$ cat src/hdl/rtdc_div_pipe.sv
module rtdc_div_pipe #(
  parameter int N       = 44,
  parameter int DIVISOR = 32767,
  parameter int DV_W    = 15,
  parameter int STEPS   = 4,
  parameter int SIDE_W  = 2
) (
  input  logic              clk,
  input  logic              rst,
  input  logic              adv,
  input  logic              in_valid,
  input  logic [N-1:0]      in_dvd,
  input  logic [SIDE_W-1:0] in_side,
  output logic              out_valid,
  output logic [N-1:0]      out_quo,
  output logic [SIDE_W-1:0] out_side
);

  localparam int            NST   = N / STEPS;
  localparam logic [DV_W:0] DIV_C = (DV_W + 1)'(DIVISOR);

  logic              vld  [NST];
  logic [N-1:0]      word [NST];
  logic [DV_W-1:0]   rem  [NST];
  logic [SIDE_W-1:0] side [NST];

  // Restoring division by a constant: the dividend shifts out at the top while quotient
  // bits shift in at the bottom, STEPS bits per stage.
  for (genvar g = 0; g < NST; g++) begin : g_stage
    logic              v_in;
    logic [N-1:0]      w_in;
    logic [DV_W-1:0]   r_in;
    logic [SIDE_W-1:0] sd_in;
    logic [N-1:0]      w_out;
    logic [DV_W-1:0]   r_out;

    if (g == 0) begin : g_head
      assign v_in  = in_valid;
      assign w_in  = in_dvd;
      assign r_in  = '0;
      assign sd_in = in_side;
    end else begin : g_body
      assign v_in  = vld[g-1];
      assign w_in  = word[g-1];
      assign r_in  = rem[g-1];
      assign sd_in = side[g-1];
    end

    always_comb begin : step
      logic [DV_W:0]   t;
      logic [N-1:0]    w;
      logic [DV_W-1:0] r;
      w = w_in;
      r = r_in;
      for (int k = 0; k < STEPS; k++) begin
        t = {r, w[N-1]};
        w = {w[N-2:0], 1'b0};
        if (t >= DIV_C) begin
          r    = DV_W'(t - DIV_C);
          w[0] = 1'b1;
        end else begin
          r = t[DV_W-1:0];
        end
      end
      w_out = w;
      r_out = r;
    end

    // Valid bit of the stage.
    always_ff @(posedge clk) begin
      if (rst) begin
        vld[g] <= 1'b0;
      end else if (adv) begin
        vld[g] <= v_in;
      end
    end

    // Data of the stage.
    always_ff @(posedge clk) begin
      if (adv) begin
        word[g] <= w_out;
        side[g] <= sd_in;
      end
    end

    // The remainder is only needed by a following stage.
    if (g < NST - 1) begin : g_rem
      always_ff @(posedge clk) begin
        if (adv) begin
          rem[g] <= r_out;
        end
      end
    end
  end

  assign out_valid = vld[NST-1];
  assign out_quo   = word[NST-1];
  assign out_side  = side[NST-1];

endmodule

$ cat config.mk
export PLATFORM = sky130hd
export DESIGN_NAME = rtdc_div_pipe
export DESIGN_NICKNAME = d
export VERILOG_FILES = /design/src/hdl/rtdc_div_pipe.sv
export SDC_FILE = /design/constraint.sdc
export NUM_CORES = 1
export LEC_CHECK = 0
export BUFFER_PORTS_ARGS = -buffer_cell sky130_fd_sc_hd__buf_2
export CORE_MARGIN = 2
export CORE_UTILIZATION = 55
export CTS_BUF_LIST = sky130_fd_sc_hd__clkbuf_4 sky130_fd_sc_hd__clkbuf_8
export CTS_CLUSTER_DIAMETER = 120
export DETAILED_ROUTE_END_ITERATION = 10
export GPL_TIMING_DRIVEN = 0
export PLACE_DENSITY_LB_ADDON = 0.3
export SYNTH_ARGS = -nofsm -noshare
export SYNTH_HDL_FRONTEND = slang
export SYNTH_SLANG_ARGS = --single-unit
$ cat constraint.sdc
create_clock -name clk -period 10.05 [get_ports clk]
set_input_delay 1.5075 -clock clk [delete_from_list [all_inputs] [get_ports clk]]
set_output_delay 1.5075 -clock clk [all_outputs]
set_load 0.005 [all_outputs]
==> results by group <==
Global routing
  – Largest net degree at the start of global routing: 135
  – First-pass GRT wire length: 108,000 um
  – Initial antenna violation count: 0
  – Tot GR Track Use: 22.7%
  – Vias in the first global route: ~22,000
  – Overflow after GRT: 0

Clocking
  – Clock sinks: 510
  – Post-CTS Repair Setup Buffers: 0
  – Worst skew pair latency: 0.69 ns
  – TritonCTS clock tree: yes
  – Clock tree buffer depth: 3
  – Cts-stage hold buffer count: 0
  – Root Buffer: clkbuf_8
  – Total CTS buffers: 85
  – Post_cts resized: 0
  – H-tree Lvls: 3
  – Worst-path clk slew: approximately 0.060 ns

Setup path
  – Crit path launch type: flip-flop
  – CP top delay family: simple AND/OR/NAND/NOR gates
  – Critical path class: flip-flop to flip-flop
  – Cell depth of the worst flop-to-flop path: 28
  – CP Depth: 28
  – Slowest-stage cell, CP: nor4_1
  – Arr. time, crit path: 9.27 ns
  – Reg2Reg Capture Point: rem[4][4]
  – Endpoint class of the critical path: flip-flop
  – CP max FO: 10
  – R2R setup slack: 1.19 ns
  – Crit path buf inv count: 2
  – Crit path top cell by count: ha_1
  – Critical path's largest stage delay: 0.66 ns
  – Critical Path Start: word[3][43]
  – WP data required: about 10 ns
  – Worst reg2reg startpoint: word[3][43]

Logic synthesis
  – Synth unique cells: 131
  – Main flop type after synthesis: edfxtp_1
  – Async SR Flop Fraction: 0%
  – Sequential-to-total area share from yosys stat: 50.2%
  – Post-Synthesis Cells: 2,785
  – Yosys reg bits: 510
  – Syn. warnings: 0
  – Synthesized area: 30,500 um^2
  – Number of synthesized flops with an enable pin: 510
  – Mean post-synth cell area: about 11 um^2

Detailed routing
  – DR pass1 iterations: 6
  – Via count: between 20,000 and 25,000
  – 1st-iter DRT viols: 1,864
  – Remaining antenna violation count: 0
  – DR DRC count: 0
  – Routed WL: between 60,000 and 70,000 um
  – WL/cell: 17.3 um
  – Vias/cell: 6.21

Hold path
  – Worst Hold Path EP: word[5][40]
  – WHS Path Cells: 0
  – HP Start: word[4][36]
  – Hold Crit Class: flip-flop to flip-flop

Placement
  – RePlAce Congestion: 0.907
  – PortBufs: 82
  – DP Area: 32,000 um^2
  – Post-DP HPWL: 46,700 um
  – Placed cells: 3,631

Finish
  – Register cell area after layout: 15,300 um^2
  – Fillers: 4,497
  – Ratio of cells with drive above 1 in the final layout: 15.9%
  – Antenna diodes: 0
  – Final std cells w/o fill: 3,778
  – Most common cell after layout, fill and taps aside: edfxtp_1
  – Post-route cell area: 33,700 um^2
  – Area grow syn2layout: 10.5%
  – Area of the multi-input gates: 14,500 um^2
  – Commonest non-fill, non-tap cells in the layout: edfxtp_1, nand2_1, nor2_1, xnor2_1, buf_2
  – Final net count: 3,049

Run
  – Max-cap violations: 0

Timing
  – Final Hold Viols: 0
  – Final period util: 88.1%
  – Final min period: 8.86 ns
  – Slew headroom: around 32%
  – Clock skew: 0.0281 ns
  – Slew Limit Fails: 0
  – Max Clk Rate: 0.113 GHz
  – Worst-Margin Slew: around 1.0 ns
  – Endpoints failing setup: 0
  – RSZ-0062 raised after global routing: no

Power and ir drop
  – VDD IR max: 0.152 mV
  – LEAKAGE: 11.4 nW
  – Pwr dens: between 150 and 200 nW/um^2

Floorplanning
  – Die Y: 240 um
  – Io pins: 97
  – Die Area: 57,400 um^2
  – Initial Utilization: 55.5%
  – Die width: ~240 um
  – Core area: 55,000 um^2
  – Placement Rows: between 80 and 90

Status
  – Status: finished, final reports clean
## kinds of logic (layout without fill, tap and decap cells)
kind of cell | Yosys count | in the layout | synth area share (%)
AOI/OAI and AO/OA | 640 | 640 | 15.8
xor gates and xnor gates | 213 | 213 | 6.11
adders and majority gates | 29 | 29 | 1.19
buffers and inverters | 169 | 401 | 2.65
DFF | 510 | 510 | 50.2
muxes | 96 | 96 | 3.37
other | 1 | 14 | 0.0123
and+or+nand+nor | 1127 | 1127 | 20.7
## flip-flops by register name (all words and copies together) (netlist names)
name,count
rem,129
side,22
vld,11
word,348
## Yosys cell counts, types with 55 or more instances
library cell,instances,area [um^2]
xor2_1,89,780
edfxtp_1,510,15300
nor3_1,90,450
and2_1,55,344
xnor2_1,124,1090
nand2_1,258,968
nor2_1,167,627
nand3_1,109,546
a21oi_1,93,465
mux2i_1,57,571
o21ai_0,90,450
nand4_1,79,494
## worst max-delay path by stage
stage / end
6_report: rem[4][4]
5_1_grt: rem[4][9]
4_1_cts: rem[4][4]
2_1_floorplan: rem[4][8]
3_5_place_dp: rem[4][4]
3_3_place_gp: vld[3]
## cell type report
| class | instances | area share (%) |
|---|---|---|
| clock buffers | 115 | 4.13 |
| well taps | 748 | 2.77 |
| inverters | 62 | 0.705 |
| repair buffers | 85 | 1.49 |
| plain buffers | 107 | 1.69 |
| multi-input cells | 2119 | 42.8 |
| clock inverters | 32 | 0.983 |
| flip-flops and latches | 510 | 45.4 |
## power by group
part           internal, W  switching, W  total [W]
combinational     0.000403      0.000714    0.00112
clock              0.00104      0.000826    0.00186
sequential         0.00254     0.0000969    0.00264
total              0.00398       0.00164    0.00562
## layer usage
layer  global-route usage [%]  part of all wire, %  vias up
met1                     30.0                   44    11400
met5                        0                    0        -
met2                     38.0                   48      687
met4                     8.67                  2.8        0
li1                         -                    -    11300
met3                     3.23                  5.1      146
## through the flow
step	hold WS, ns	total power, W	setup TNS, ns	util (%)	setup slack, ns
3_3_place_gp	0.400	0.00376	-1.31	58.1	-0.119
4_1_cts	0.391	0.00568	0	61.4	1.29
5_1_grt	0.394	0.00591	0	61.4	0.408
6_report	0.403	0.00562	0	61.4	1.19
3_5_place_dp	0.405	0.00378	0	58.2	1.34
2_1_floorplan	0.400	0.00348	0	-	3.29
Power figures use the tool's default switching activity.
