$ cat src/hdl/rtdc_pkg.sv
package rtdc_pkg;

  // Field widths of the stream items.
  localparam int CODE_W = 16;
  localparam int TEMP_W = 16;

  // Reference mode codes.
  localparam logic MODE_EXT = 1'b0;
  localparam logic MODE_INT = 1'b1;

  // Resistance scaling: |code| times gain, then 16 fractional bits, then divided by full scale.
  localparam int GAIN_EXT   = 195;
  localparam int GAIN_SHIFT = 12;
  localparam int Y_W        = 28;
  localparam int RFRAC_W    = 16;
  localparam int RDIV_W     = Y_W + RFRAC_W;
  localparam int RDIV_STEPS = 4;
  localparam int R_OFFSET   = 80609;

  // Scaled discriminant Dn = DN_BASE - DN_SLOPE * r.
  localparam int                 DN_W     = 64;
  localparam logic signed [63:0] DN_BASE  = 64'sd1758480889 * 64'sd6553600;
  localparam logic signed [28:0] DN_SLOPE = 29'sd231000000;

  // Square root: 56 root bits, radicand padded with 48 zero bits for 24 fractional bits.
  localparam int SQ_ITER  = 56;
  localparam int SQ_STEPS = 4;
  localparam int SQ_PAD   = 48;

  // Numerator of the temperature and the limit for the below-minimum flag.
  localparam logic [SQ_ITER-1:0] NUM_BASE  = SQ_ITER'(64'd100052480 << 24);
  localparam logic [SQ_ITER-1:0] BELOW_LIM = SQ_ITER'(64'd103009280 << 24);

  // Degree divisor 29568 * 2^24 = 231 * 2^31.
  localparam int SCALE_W    = 63;
  localparam int TDIV_SHIFT = 31;
  localparam int TDIV_W     = SCALE_W - TDIV_SHIFT;
  localparam int DEG_DIV    = 231;
  localparam int DEG_DIV_W  = 8;
  localparam int TDIV_STEPS = 4;

  // Saturation limits.
  localparam logic [TDIV_W-1:0]        POS_LIMIT = TDIV_W'(32767);
  localparam logic [TDIV_W-1:0]        NEG_LIMIT = TDIV_W'(32768);
  localparam logic signed [TEMP_W-1:0] TEMP_MAX  = 16'sh7FFF;
  localparam logic signed [TEMP_W-1:0] TEMP_MIN  = 16'sh8000;

  // Side information carried alongside the resistance divider.
  typedef struct packed {
    logic mode;
    logic neg;
  } rdiv_side_t;

  // Side information carried alongside the square root.
  typedef struct packed {
    logic mode;
    logic dn_neg;
  } sq_side_t;

  // Side information carried alongside the degree divider.
  typedef struct packed {
    logic neg;
    logic below;
    logic dn_neg;
  } tdiv_side_t;

  // One result item.
  typedef struct packed {
    logic                     range_error;
    logic                     below_minimum;
    logic signed [TEMP_W-1:0] temperature;
  } res_t;

endpackage

$ cat src/hdl/rtdc_out_buf.sv
module rtdc_out_buf (
  input  logic               clk,
  input  logic               rst,
  input  logic               push,
  input  rtdc_pkg::res_t     push_item,
  output logic               full,
  output logic               m_valid,
  input  logic               m_ready,
  output rtdc_pkg::res_t     m_item
);

  logic [1:0]     count;
  logic [1:0]     count_next;
  rtdc_pkg::res_t head;
  rtdc_pkg::res_t tail;
  logic           pop;

  assign pop     = m_valid && m_ready;
  assign m_valid = (count != 2'd0);
  assign full    = (count == 2'd2);
  assign m_item  = head;

  // Occupancy of the two entries.
  always_comb begin
    count_next = count;
    if (push && !pop) begin
      count_next = count + 2'd1;
    end else if (pop && !push) begin
      count_next = count - 2'd1;
    end
  end

  always_ff @(posedge clk) begin
    if (rst) begin
      count <= 2'd0;
    end else begin
      count <= count_next;
    end
  end

  // The head entry is presented on the port; the tail entry catches a result while it waits.
  always_ff @(posedge clk) begin
    if (push && ((count == 2'd0) || ((count == 2'd1) && pop))) begin
      head <= push_item;
    end else if (pop && (count == 2'd2)) begin
      head <= tail;
    end
    if (push && (((count == 2'd1) && !pop) || ((count == 2'd2) && pop))) begin
      tail <= push_item;
    end
  end

endmodule
$ cat config.mk
export PLATFORM = sky130hd
export DESIGN_NAME = rtdc_out_buf
export DESIGN_NICKNAME = d
export VERILOG_FILES = /design/src/hdl/rtdc_pkg.sv /design/src/hdl/rtdc_out_buf.sv
export SDC_FILE = /design/constraint.sdc
export NUM_CORES = 1
export LEC_CHECK = 0
export BUFFER_PORTS_ARGS = -buffer_cell sky130_fd_sc_hd__buf_2
export CORE_AREA = 3 3 60 62
export CTS_CLUSTER_SIZE = 40
export DETAILED_ROUTE_END_ITERATION = 12
export DIE_AREA = 0 0 63 65
export HOLD_SLACK_MARGIN = 0.02
export PLACE_DENSITY = 0.73
export SYNTH_ARGS = -nofsm -noshare
export SYNTH_HDL_FRONTEND = slang
export SYNTH_SLANG_ARGS = --single-unit
$ cat constraint.sdc
create_clock -name clk -period 3.2 [get_ports clk]
set_input_delay 0.64 -clock clk [delete_from_list [all_inputs] [get_ports clk]]
set_output_delay 0.64 -clock clk [all_outputs]
set_load 0.02 [all_outputs]
==> key figures <==
Critical path
  – Cell with the largest stage delay on the worst path: sky130_fd_sc_hd__nand2_1
  – Startpoint-to-endpoint class of the critical path: reg -> reg
  – Slowest stage delay, CP: 0.50 ns
  – Crit. Startpoint: count[0]
  – Endpoint required time on the critical path: 3.11 ns
  – Critical R2R Launch: count[0]
  – Type of element capturing the critical path: flop
  – Biggest fanout along the worst timing path: 19
  – Worst Setup Start Kind: flop
  – Crit path cell chain: inv_1 -> ha_1 -> a21o_2 -> nand2_4 -> nand2_1
  – Worst Path Arrival: 1.96 ns

CTS
  – Maximum number of buffers from clock root to sink: 2
  – Number of clock buffers inserted by TritonCTS: 5
  – Clock sink count: 38
  – Post-CTS repair timing setup buffer count: 0
  – Clock edge transition at the registers on the reported setup and hold paths: 0.11 ns
  – Hold buffer count at cts: 0
  – Resize count post-CTS: 0
  – Clock root buffer master: sky130_fd_sc_hd__clkbuf_4
  – CTS tree: built
  – CTS H-tree depth: 2
  – Clock latency reported for the late side of the worst-skew pair: 0.33 ns

Pwr
  – Leakage power: 0.7571 nW
  – Total power divided by cell area: 912.7 mW/mm²
  – Clock network power share: 18.4%
  – Maximum ir drop on the vdd rail: 0.5632 mV
  – Sequential group share of total power: 46.0%
  – Internal power of the cells: 0.001143 W
  – Total power consumption of the routed design: 0.001682 W
  – Logic gate share of total power: 35.6%
  – Sw Share: 32.04%
  – Switching Power: 0.0005390 W

Routing
  – Via density: 4.643
  – Metal3 WL: 112 µm
  – Sum of routed wire length over all layers: 2.326 mm
  – Met2 WL: 1.332 mm
  – First-pass DRT Iterations: 2
  – Count of unresolved DRC violations after routing: 0
  – Routed met1 length: 862 µm
  – Antenna violation net count after detailed routing: 0
  – Highest signal layer in the routed design: met4
  – Routed wirelength normalized by instance count: 13.85 µm
  – Vias: 780
  – Iteration-0 DRC count of the detailed router: 24

Job
  – Max-cap violation count: 0

STA
  – Setup repair after global routing missed its margin: no
  – Fmax: 489.0 MHz
  – Summed negative setup slack over all endpoints: 0 ns
  – Number of pins exceeding their max-slew limit in the final report: 0
  – Shortest clock period the worst path allows after layout: 2.045 ns
  – Worst clock skew: 0.01198 ns
  – Post-route clock period utilization: 63.90%
  – Worst relative slew slack: 37.01%
  – Worst slew pin tran: 0.9393 ns
  – Number of failing hold endpoints at the final stage: 0
  – Count of endpoints failing setup in the final report: 0

Die
  – DIE AREA: 0.004095 mm²
  – Placement row count: 20
  – Overall die width: 63 µm
  – Chip Height: 65 µm
  – Starting density of the core: 49.43%
  – CORE AREA: 0.003078 mm²
  – Count of boundary I/O pins: 42

Place
  – Placed Instances: 160
  – Detailed Place HPWL: 1.777 mm
  – Final GP Congestion: 0.7174
  – Count of buffers from port buffering: 41
  – Post-placement cell area: 0.001765 mm²

Global routing
  – Wire length of the first global-routing pass: 3.670 mm
  – Largest net degree at the start of global routing: 20
  – Global route total overflow: 0
  – Initial antenna violation count: 0
  – Vias in the first global route: 835
  – GRT Util Overall: 11.98%

Layout
  – Final cell count without fillers: 168
  – Ant diodes: 0
  – Final core area utilization: 59.88%
  – Count of nets after finishing: 149
  – Synth-to-Final Area Change: 21.14%
  – Post-route cell area: 0.001843 mm²
  – Number of fillers in the final layout: 255
  – Proportion of layout cells with a drive suffix above 1: 56.45%

Synth
  – Post-synthesis net count: 102
  – Register area share after synthesis: 73.68%
  – Flop and latch count out of synthesis: 38
  – Syn. warnings: 0
  – Count of mapped cells out of synthesis: 76
  – Mean instance size in the synthesized netlist: 20.02 µm²
  – Count of cell types in the netlist: 17
  – Largest area contributor in the netlist: sky130_fd_sc_hd__edfxtp_1
  – Post-synthesis cell area: 0.001521 mm²
  – Yosys top cell area share: 71.05%
  – Top cells by area in the synthesized netlist: sky130_fd_sc_hd__edfxtp_1 71%, sky130_fd_sc_hd__mux2_4 8.9%, sky130_fd_sc_hd__mux2_2 6.7%

Min path
  – Hold Path Class: in -> reg
  – Hold path startpoint: rst

Run status
  – Run status: finished, final reports clean
cells by family (layout without fill, tap and decap cells):
| group | count (synthesis) | count (layout) | synth area share, % |
|---|---|---|---|
| flops | 38 | 38 | 73.68 |
| mux | 19 | 19 | 16.20 |
| simple gates | 7 | 7 | 2.550 |
| fa+ha+maj | 4 | 4 | 3.290 |
| buf+inv | 4 | 52 | 2.056 |
| compound gates | 2 | 2 | 1.069 |
| xor+xnor | 2 | 2 | 1.152 |
critical path, delay by kind of cell (launching register included):
family          cells  cell delay, ns
fa+ha+maj           1            0.23
flops               1            0.38
simple gates        2            0.75
compound gates      1            0.21
buf+inv             1            0.08
area by class of cell:
cell class              count  area (µm²)  area share [%]
repair buffers             41       205.2           11.13
multi-input cells          34       372.9           20.23
clock buffers               5       37.54           2.037
well taps                  44       55.05           2.987
flip-flops and latches     38        1121           60.83
inverters                   3       11.26          0.6110
clock inverters             3       40.04           2.172
cells in the mapped netlist:
cell                       instances
sky130_fd_sc_hd__xor2_1            1
sky130_fd_sc_hd__ha_1              4
sky130_fd_sc_hd__nand2_4           1
sky130_fd_sc_hd__xnor2_1           1
sky130_fd_sc_hd__nand3_1           1
sky130_fd_sc_hd__edfxtp_1         36
sky130_fd_sc_hd__mux2i_1           1
sky130_fd_sc_hd__dfxtp_1           2
sky130_fd_sc_hd__or2b_1            1
sky130_fd_sc_hd__nor2_1            2
sky130_fd_sc_hd__inv_1             3
sky130_fd_sc_hd__buf_12            1
sky130_fd_sc_hd__mux2_2            9
sky130_fd_sc_hd__nand2_1           2
sky130_fd_sc_hd__a21o_2            1
sky130_fd_sc_hd__mux2_4            9
sky130_fd_sc_hd__a21boi_0          1
stage by stage:
stage	hold slack [ns]	worst slack, ns
after global placement	0.5184	1.066
after global routing	0.4749	0.9907
after detailed placement	0.5229	1.008
after CTS	0.4690	1.086
final	0.4717	1.155
after floorplan	0.4905	0.5127
routing by layer:
| layer | vias to the layer above | GRT usage (%) |
|---|---|---|
| met1 | 373 | 11.54 |
| met3 | 3 | 4.333 |
| met5 | - | 0 |
| met2 | 22 | 23.58 |
| li1 | 382 | - |
| met4 | 0 | 3.306 |
power by group through the flow:
stage          combinational (W)  clock (W)  sequential (W)
6_report                0.000598   0.000309        0.000775
5_1_grt                 0.000649   0.000337        0.000791
4_1_cts                 0.000611   0.000314        0.000777
3_5_place_dp            0.000609          0        0.000789
3_3_place_gp            0.000587          0        0.000783
2_1_floorplan           0.000355          0        0.000895
sequential cells by signal, summed over array words and instances (netlist names):
register  cells
tail         18
m_item       18
count         2
final timing paths:
check,cells after the start,end,slack [ns]
worst max register to register,5,m_item[9],1.16
worst min register to register,2,count[1],0.55
worst max-delay path,5,m_item[9],1.16
worst min-delay path,2,count[1],0.47
cell usage in the layout, fill, tap and decap left out, types with 2 or more instances in the layout:
cell | netlist | layout
sky130_fd_sc_hd__buf_2 | 0 | 41
sky130_fd_sc_hd__clkbuf_4 | 0 | 5
sky130_fd_sc_hd__clkinv_2 | 0 | 2
sky130_fd_sc_hd__dfxtp_1 | 2 | 2
sky130_fd_sc_hd__edfxtp_1 | 36 | 36
sky130_fd_sc_hd__ha_1 | 4 | 4
sky130_fd_sc_hd__inv_1 | 3 | 3
sky130_fd_sc_hd__mux2_2 | 9 | 9
sky130_fd_sc_hd__mux2_4 | 9 | 9
sky130_fd_sc_hd__nand2_1 | 2 | 2
sky130_fd_sc_hd__nor2_1 | 2 | 2
Power figures use the tool's default switching activity.
